$ cat config.mk
export PLATFORM = sky130hd
export DESIGN_NAME = bvad_div_stage
export DESIGN_NICKNAME = d
export VERILOG_FILES = /design/src/hw/rtl/assert_macros.svh /design/src/hw/rtl/bvad_pkg.sv /design/src/hw/rtl/bvad_div_stage.sv
export SDC_FILE = /design/constraint.sdc
export NUM_CORES = 1
export LEC_CHECK = 0
export BUFFER_PORTS_ARGS = -buffer_cell sky130_fd_sc_hd__buf_2
export CORE_AREA = 2 2 359 361
export DETAILED_ROUTE_END_ITERATION = 12
export DIE_AREA = 0 0 361 363
export SETUP_SLACK_MARGIN = 0.4
export SYNTH_ARGS = -nofsm -noshare
export SYNTH_HDL_FRONTEND = slang
export SYNTH_SLANG_ARGS = --single-unit
$ cat constraint.sdc
create_clock -name i_clk -period 15.2 [get_ports i_clk]
set_input_delay 0.76 -clock i_clk [delete_from_list [all_inputs] [get_ports i_clk]]
set_output_delay 0.76 -clock i_clk [all_outputs]
set_load 0.1 [all_outputs]
$ cat src/hw/rtl/assert_macros.svh
// Assertion macros for the RTL files
`ifndef ASSERT_MACROS_SVH
`define ASSERT_MACROS_SVH
// Check an implication on every clock edge outside reset
`define ASSERT_IMPL(label, clk, rst_n, ante, cons) \
    label: assert property (@(posedge clk) disable iff (!rst_n) (ante) |-> (cons)) \
        else $error("assertion failed");
// Check an implication in the next cycle
`define ASSERT_NEXT(label, clk, rst_n, ante, cons) \
    label: assert property (@(posedge clk) disable iff (!rst_n) (ante) |=> (cons)) \
        else $error("assertion failed");
`endif

$ cat src/hw/rtl/bvad_pkg.sv
// Shared types and opcodes for the bitvector divide/shift ALU
package bvad_pkg;
    localparam logic [3:0] OP_SHL  = 4'd0;
    localparam logic [3:0] OP_LSHR = 4'd1;
    localparam logic [3:0] OP_ASHR = 4'd2;
    localparam logic [3:0] OP_UDIV = 4'd3;
    localparam logic [3:0] OP_UREM = 4'd4;
    localparam logic [3:0] OP_SDIV = 4'd5;
    localparam logic [3:0] OP_SREM = 4'd6;
    localparam logic [3:0] OP_SMOD = 4'd7;
    localparam logic [3:0] OP_SGE  = 4'd8;
    localparam logic [3:0] OP_SGT  = 4'd9;
    localparam int unsigned DATA_W = 64;

    // Per-item control carried down the pipe
    typedef struct packed {
        logic [3:0]        op;
        logic [DATA_W-1:0] mask;
        logic [DATA_W-1:0] a;      // masked operand a
        logic [DATA_W-1:0] b;      // masked operand b
        logic              na;
        logic              nb;
        logic              bzero;
        logic [DATA_W-1:0] fast;   // result of shifts, compares, unused ops
    } t_ctl;
endpackage

$ cat src/hw/rtl/bvad_div_stage.sv
// One pipeline stage of restoring division: BPS quotient bits per stage
module bvad_div_stage #(
    parameter int unsigned BPS = 4
) (
    input  logic        i_clk,
    input  logic        i_rst_n,
    input  logic        i_en,
    input  logic        i_valid,
    input  logic [63:0] i_rem,
    input  logic [63:0] i_quo,   // remaining dividend bits shift out of the top
    input  logic [63:0] i_div,
    input  bvad_pkg::t_ctl i_ctl,
    output logic        o_valid,
    output logic [63:0] o_rem,
    output logic [63:0] o_quo,
    output logic [63:0] o_div,
    output bvad_pkg::t_ctl o_ctl
);
    logic [63:0] n_rem, n_quo;
    logic [64:0] w_t;
    logic        r_valid;
    logic [63:0] r_rem, r_quo, r_div;
    bvad_pkg::t_ctl r_ctl;

    always_comb begin
        n_rem = i_rem;
        n_quo = i_quo;
        for (int k = 0; k < BPS; k++) begin
            w_t   = {n_rem, n_quo[63]};
            n_quo = {n_quo[62:0], 1'b0};
            if (w_t >= {1'b0, i_div}) begin
                w_t      = w_t - {1'b0, i_div};
                n_quo[0] = 1'b1;
            end
            n_rem = w_t[63:0];
        end
    end

    always_ff @(posedge i_clk) begin
        if (!i_rst_n) begin
            r_valid <= 1'b0;
        end else if (i_en) begin
            r_valid <= i_valid;
        end
        if (i_en) begin
            r_rem <= n_rem;
            r_quo <= n_quo;
            r_div <= i_div;
            r_ctl <= i_ctl;
        end
    end

    assign o_valid = r_valid;
    assign o_rem   = r_rem;
    assign o_quo   = r_quo;
    assign o_div   = r_div;
    assign o_ctl   = r_ctl;
endmodule

== Word-level counts from Yosys, hierarchy flattened ==
Cells that the tools add are included.
Word-level totals
  logic and storage cells: 28
  input port bits: 459
  memory bits (read-only): 0
  bits in registers: 456
  latch bits: 0
  memories: 0
  memory bits (writable): 0
  output and inout port bits: 456
Operators by class
  multiply operators: 0
  divide/modulo/power cells: 0
  bitwise logic cells: 0
  shift-type cells: 0
  reductions and logical operators: 0
  add/subtract/negate cells: 4
  order comparisons: 4
  multiplexer cells: 8
  eq/ne operators: 0
Operators by type and width (number)
  $ge A65 B64 Y1: 4
  $mux W64: 4
  $sub A64 B64 Y64: 4
  $mux W1: 4

== Logic depth before layout (Yosys ltp) ==
  word-level depth: 8
  gate-level depth with buffers: 64
  depth with buffers taken out: 55

== Least setup slack after synthesis ==
OpenSTA, ideal clock, no wires.
  path type: input -> register
  start: in i_quo[63]
  end: reg r_rem[15], in the netlist o_rem[15], data pin
  required time: 14.940 ns
  library setup time: 0.260 ns
  path buffers: 8
  arrival: 12.631 ns
  stages: 60
  path slack: 2.309 ns
  cells stage by stage: inv_1 -> ha_1 -> inv_1 -> fa_1 -> a21o_1 -> a31oi_2 -> o211ai_2 -> a211oi_4 -> o211ai_1 -> a31o_2 -> a31oi_1 -> o21ai_0 -> a211oi_1 -> o31ai_1 -> ha_1 -> clkbuf_1 -> nand4_1 -> or3_1 -> [... 24 more ...] -> buf_6 -> mux2_2 -> ha_1 -> a211oi_1 -> o21ai_0 -> a221o_1 -> a221oi_1 -> o21ai_1 -> a221o_1 -> nand4_1 -> nand2_1 -> o211ai_1 -> nand2_1 -> a2111oi_4 -> a41oi_2 -> buf_6 -> buf_6 -> mux2_4
Between the ends
  cells in the longest elaborated chain, start to end: 8
  elaborated cells between the ends (all ways): 12
  those cells by class: add/sub: 4; order compare: 4; mux: 4
Ends and longest elaborated chain
  start: declaration: line bvad_div_stage.sv:10  | input logic [63:0] i_quo,
  $sub A64 B64 Y64 / $ge A65 B64 Y1 (equally long branches): line bvad_div_stage.sv:32, bvad_div_stage.sv:31
  $mux W64 *: line bvad_div_stage.sv:31  | if (w_t >= {1'b0, i_div}) begin
  $sub A64 B64 Y64 / $ge A65 B64 Y1 (equally long branches): line bvad_div_stage.sv:32, bvad_div_stage.sv:31
  $mux W64 *: line bvad_div_stage.sv:31
  $sub A64 B64 Y64 / $ge A65 B64 Y1 (equally long branches): line bvad_div_stage.sv:32, bvad_div_stage.sv:31
  $mux W64 *: line bvad_div_stage.sv:31
  $sub A64 B64 Y64 / $ge A65 B64 Y1 (equally long branches): line bvad_div_stage.sv:32, bvad_div_stage.sv:31
  $mux W64 *: line bvad_div_stage.sv:31
  net w_t[15]: line bvad_div_stage.sv:20  | logic [64:0] w_t;
  end signal: assignment: line bvad_div_stage.sv:46  | r_rem <= n_rem;
  end: declaration: line bvad_div_stage.sv:22  | logic [63:0] r_rem, r_quo, r_div;
Mark *: on every way through the listed nets, which the timed path passes. The rest lies on a longest branch.
A chain may end at the register's enable or synchronous reset.

== Worst setup path after layout ==
  start: in i_div[8]
  end: reg r_rem[59], in the netlist o_rem[59], data pin
Between the ends
  cells in the longest elaborated chain, start to end: 8
  elaborated cells between the ends (all ways): 12
  those cells by class: add/sub: 4; order compare: 4; mux: 4
Ends and longest elaborated chain
  start: declaration: line bvad_div_stage.sv:11  | input logic [63:0] i_div,
  $sub A64 B64 Y64 / $ge A65 B64 Y1 (equally long branches): line bvad_div_stage.sv:32, bvad_div_stage.sv:31
  $mux W64: line bvad_div_stage.sv:31
  $sub A64 B64 Y64 / $ge A65 B64 Y1 (equally long branches): line bvad_div_stage.sv:32, bvad_div_stage.sv:31
  $mux W64: line bvad_div_stage.sv:31
  $sub A64 B64 Y64 / $ge A65 B64 Y1 (equally long branches): line bvad_div_stage.sv:32, bvad_div_stage.sv:31
  $mux W64: line bvad_div_stage.sv:31
  $sub A64 B64 Y64 / $ge A65 B64 Y1 (equally long branches): line bvad_div_stage.sv:32, bvad_div_stage.sv:31
  $mux W64 *: line bvad_div_stage.sv:31
  net w_t[59]: line bvad_div_stage.sv:20
Marked as above.

==> metrics.md <==
| Metric | Value |
|---|---|
| Status | `finished clean` |
| Clock transition at the registers of the reported paths | `0.06 ns` |
| Fin nets | `5,361` |
| CTS tree | `yes` |
| Later-pin clock latency in the skew report | `0.67 ns` |
| #FFs+latches synth | `456` |
| Top delay family on crit path | `compound AO/OA/AOI/OAI gates` |
| Vias in the first global route | `31,130` |
| Final setup fails | `0` |
| Yosys warns | `0` |
| CP max stage cell | `o21ai_1` |
| Share of post-route cells with drive strength above 1 | `40.71%` |
| FP Rows | `about 130` |
| Post-synth top area cell | `edfxtp_1` |
| Crit. End Element | `flop` |
| Delay of the slowest critical-path stage | `0.47 ns` |
| Critical Path RT | `around 16 ns` |
| Starting Density | `24.85%` |
| Hold path endpoint | `o_quo[62]` |
| Hold Crit Depth | `1` |
| Final slew viol count | `0` |
| Sequential area share after synthesis | `43.35%` |
| Postcts setup bufs | `0` |
| Clock buffer count from CTS | `58` |
| Htree depth | `2` |
| DR iter-0 viols | `3,070` |
| Via count | `around 33,000` |
| R2R Path End | `o_valid` |
| WHS | `about 0.25 ns` |
| Tightest Pin Transition | `1.076 ns` |
| Crit path kind | `in -> reg` |
| Unrepaired setup endpoints after global routing | `no` |
| Setup crit start kind | `primary input` |
| Register Area | `0.01368 mm^2` |
| Post-synth EDFFs | `455` |
| Placer Congestion | `~1.1` |
| CP Buf/Inv Count | `15` |
| GR met2 Demand/Resource | `~45%` |
| DRT Wirelength | `192.2 mm` |
| Min Tclk post-route | `14.16 ns` |
| Global-route wire length before repair | `253.0 mm` |
| Post-DP HPWL | `between 150 and 200 mm` |
| R2R Path Start | `o_valid` |
| Cts hold-fix bufs | `0` |
| Final Hold Viols | `0` |
| Global routing's busiest layer | `met2` |
| Clk_skew | `0 ns` |
| HP Class | `in -> reg` |
| Layout Cells excl Fill | `~6,400` |
| Ys flop type | `edfxtp_1` |
| CTS resizes | `0` |
| Place WS | `-0.0005720 ns` |
| Critical path data arrival time | `14.59 ns` |
| Synth unique cells | `90` |
| Peak Freq | `70.62 MHz` |
| Synthesized net count | `3,780` |
| Area occupied by multi-input gates | `0.01681 mm^2` |
| Top cell by count, worst path | `buf_4` |
| Antenna viol nets, final | `0` |
| Via-to-Cell Ratio | `5.105` |
| Mapped Cells | `roughly 3,100` |
| Gr ovfl total | `0` |
| Share of the synthesized area in the top cell type | `43.29%` |
| IO buf count | `914` |
| Setup ws final | `slightly above 1 ns` |
| Min-delay src | `i_quo[58]` |
| Max Cap Viol | `0` |
| Tot GR Track Use | `27.95%` |
| Synthesized area | `0.03156 mm^2` |
| CTS root buf | `clkbuf_16` |
| Crit-path max FO | `27` |
| # clock sinks | `about 460` |
| Top cells by area, synth | `edfxtp_1, ha_1, a21oi_1` |
| Placed Cells incl. Taps | `~6,200` |
| Internal reg-to-reg setup slack | `14.60 ns` |
| Leakage | `20.61 nW` |
| Initial antenna violation count | `about 70` |
| # fillers | `about 13,000` |
| Die width | `361 um` |
| Worst IR Drop VDD | `slightly below 0.3 mV` |
| Die area | `0.1310 mm^2` |
| Average cell area after synthesis | `10.31 um^2` |
| Drt pass-1 iters | `6` |
| Total design power | `around 13 mW` |
| I/O pin cnt | `915` |
| Area growth, synth to finish | `43.06%` |
| Wire per inst | `30.08 um` |
| Met1 usage | `35.35%` |
| Core area | `0.1270 mm^2` |
| DRC | `0` |
| Slew HR | `28.29%` |
| Fraction of registers with async set/reset | `0%` |
| Pwr per Cell Area | `285.6 mW/mm^2` |
| Largest net degree at the start of global routing | `161` |
| Path depth of the worst reg2reg path | `2` |
| Met3 GRT Util | `8.567%` |
| Final worst path period share | `93.16%` |
| Clk buf depth | `3` |
| Die height | `363 um` |
-- how the worst max path moves through the flow --
stage | startpoint | to | slack (ns) | depth (start not counted)
2_1_floorplan | i_quo[63] | o_rem[15] | 2.31 | 60
3_3_place_gp | i_div[4] | o_rem[59] | 0.03 | 61
3_5_place_dp | i_div[1] | o_rem[59] | -0.0006 | 60
4_1_cts | i_div[8] | o_rem[59] | 0.70 | 60
5_1_grt | i_div[42] | o_rem[59] | 0.46 | 64
6_report | i_div[8] | o_rem[59] | 1.04 | 61
-- placed cells by master, fill, tap and decap left out, types with 29 or more instances in the layout --
master / count
and3_1: 31
o21a_1: 29
diode_2: 41
mux2_4: 49
nand3_1: 52
xor2_1: 86
mux2_2: 95
xnor2_1: 142
nor2_1: 215
buf_2: 913
ha_1: 256
nand4_1: 67
inv_1: 136
o21ai_0: 171
clkbuf_16: 59
o21bai_1: 48
nor3_1: 31
edfxtp_1: 455
nand2_1: 238
a21oi_1: 351
buf_4: 714
a21o_1: 133
-- final cells by class --
| class | instances | area share (%) |
|---|---|---|
| multi-input combinational | 2355 | 37.24 |
| sequential | 456 | 30.30 |
| timing repair buffer | 1633 | 22.24 |
| tap | 1662 | 4.605 |
| clock buffer | 68 | 3.455 |
| inverter | 138 | 1.153 |
| clock inverter | 37 | 0.7759 |
| antenna | 41 | 0.2272 |
-- per-layer routing --
| layer | routed length (um) | vias up |
|---|---|---|
| met5 | 716 | - |
| met1 | 78300 | 15940 |
| li1 | - | 14730 |
| met3 | 19060 | 303 |
| met2 | 86310 | 1617 |
| met4 | 7853 | 36 |
-- metrics by stage --
stage / area [um^2] / setup TNS [ns] / util (%)
5_1_grt: 45090 / 0 / 35.50
2_1_floorplan: 31560 / 0 / -
4_1_cts: 45040 / 0 / 35.46
6_report: 45150 / 0 / 35.55
3_3_place_gp: 43130 / 0 / 33.95
3_5_place_dp: 43130 / -0.0005720 / 33.95
-- sequential cells by signal, indices dropped and copies added, names as in the netlist --
signal	flops
o_ctl	263
o_div	64
o_quo	64
o_rem	64
o_valid	1
-- cell families (layout without fill, tap and decap cells) --
| logic type | count (synthesis) | after routing | share of synthesized area, % |
|---|---|---|---|
| muxes | 154 | 154 | 6.037 |
| DFF | 456 | 456 | 43.35 |
| AOI/OAI and AO/OA | 934 | 934 | 18.63 |
| xor gates and xnor gates | 228 | 228 | 6.327 |
| buffers and inverters | 250 | 1876 | 3.453 |
| adders and majority gates | 260 | 260 | 10.40 |
| other | 0 | 41 | 0 |
| and+or+nand+nor | 779 | 779 | 11.80 |
-- synth_stat cells, drive strengths merged, types with 7 or more instances --
master,number
edfxtp,455
a21oi,352
ha,256
nand2,238
nor2,215
o21ai,180
mux2,144
xnor2,142
inv,138
a21o,133
xor2,86
clkbuf,71
nand4,67
nand3,52
o21bai,48
buf,41
nor3,33
and3,31
o21a,29
a31oi,26
nor2b,26
a211oi,25
and2,23
nor4,21
nand2b,19
a21boi,18
o31ai,18
or3,18
o211ai,16
and4,12
mux2i,10
a221o,9
a221oi,9
a211o,8
o31a,8
a41oi,7
-- where the power goes --
group	switching, mW	total, mW	internal [mW]
combinational	5.40	9.56	4.16
sequential	0.132	1.90	1.77
clock	0.640	1.43	0.789
Power figures use the tool's default switching activity.
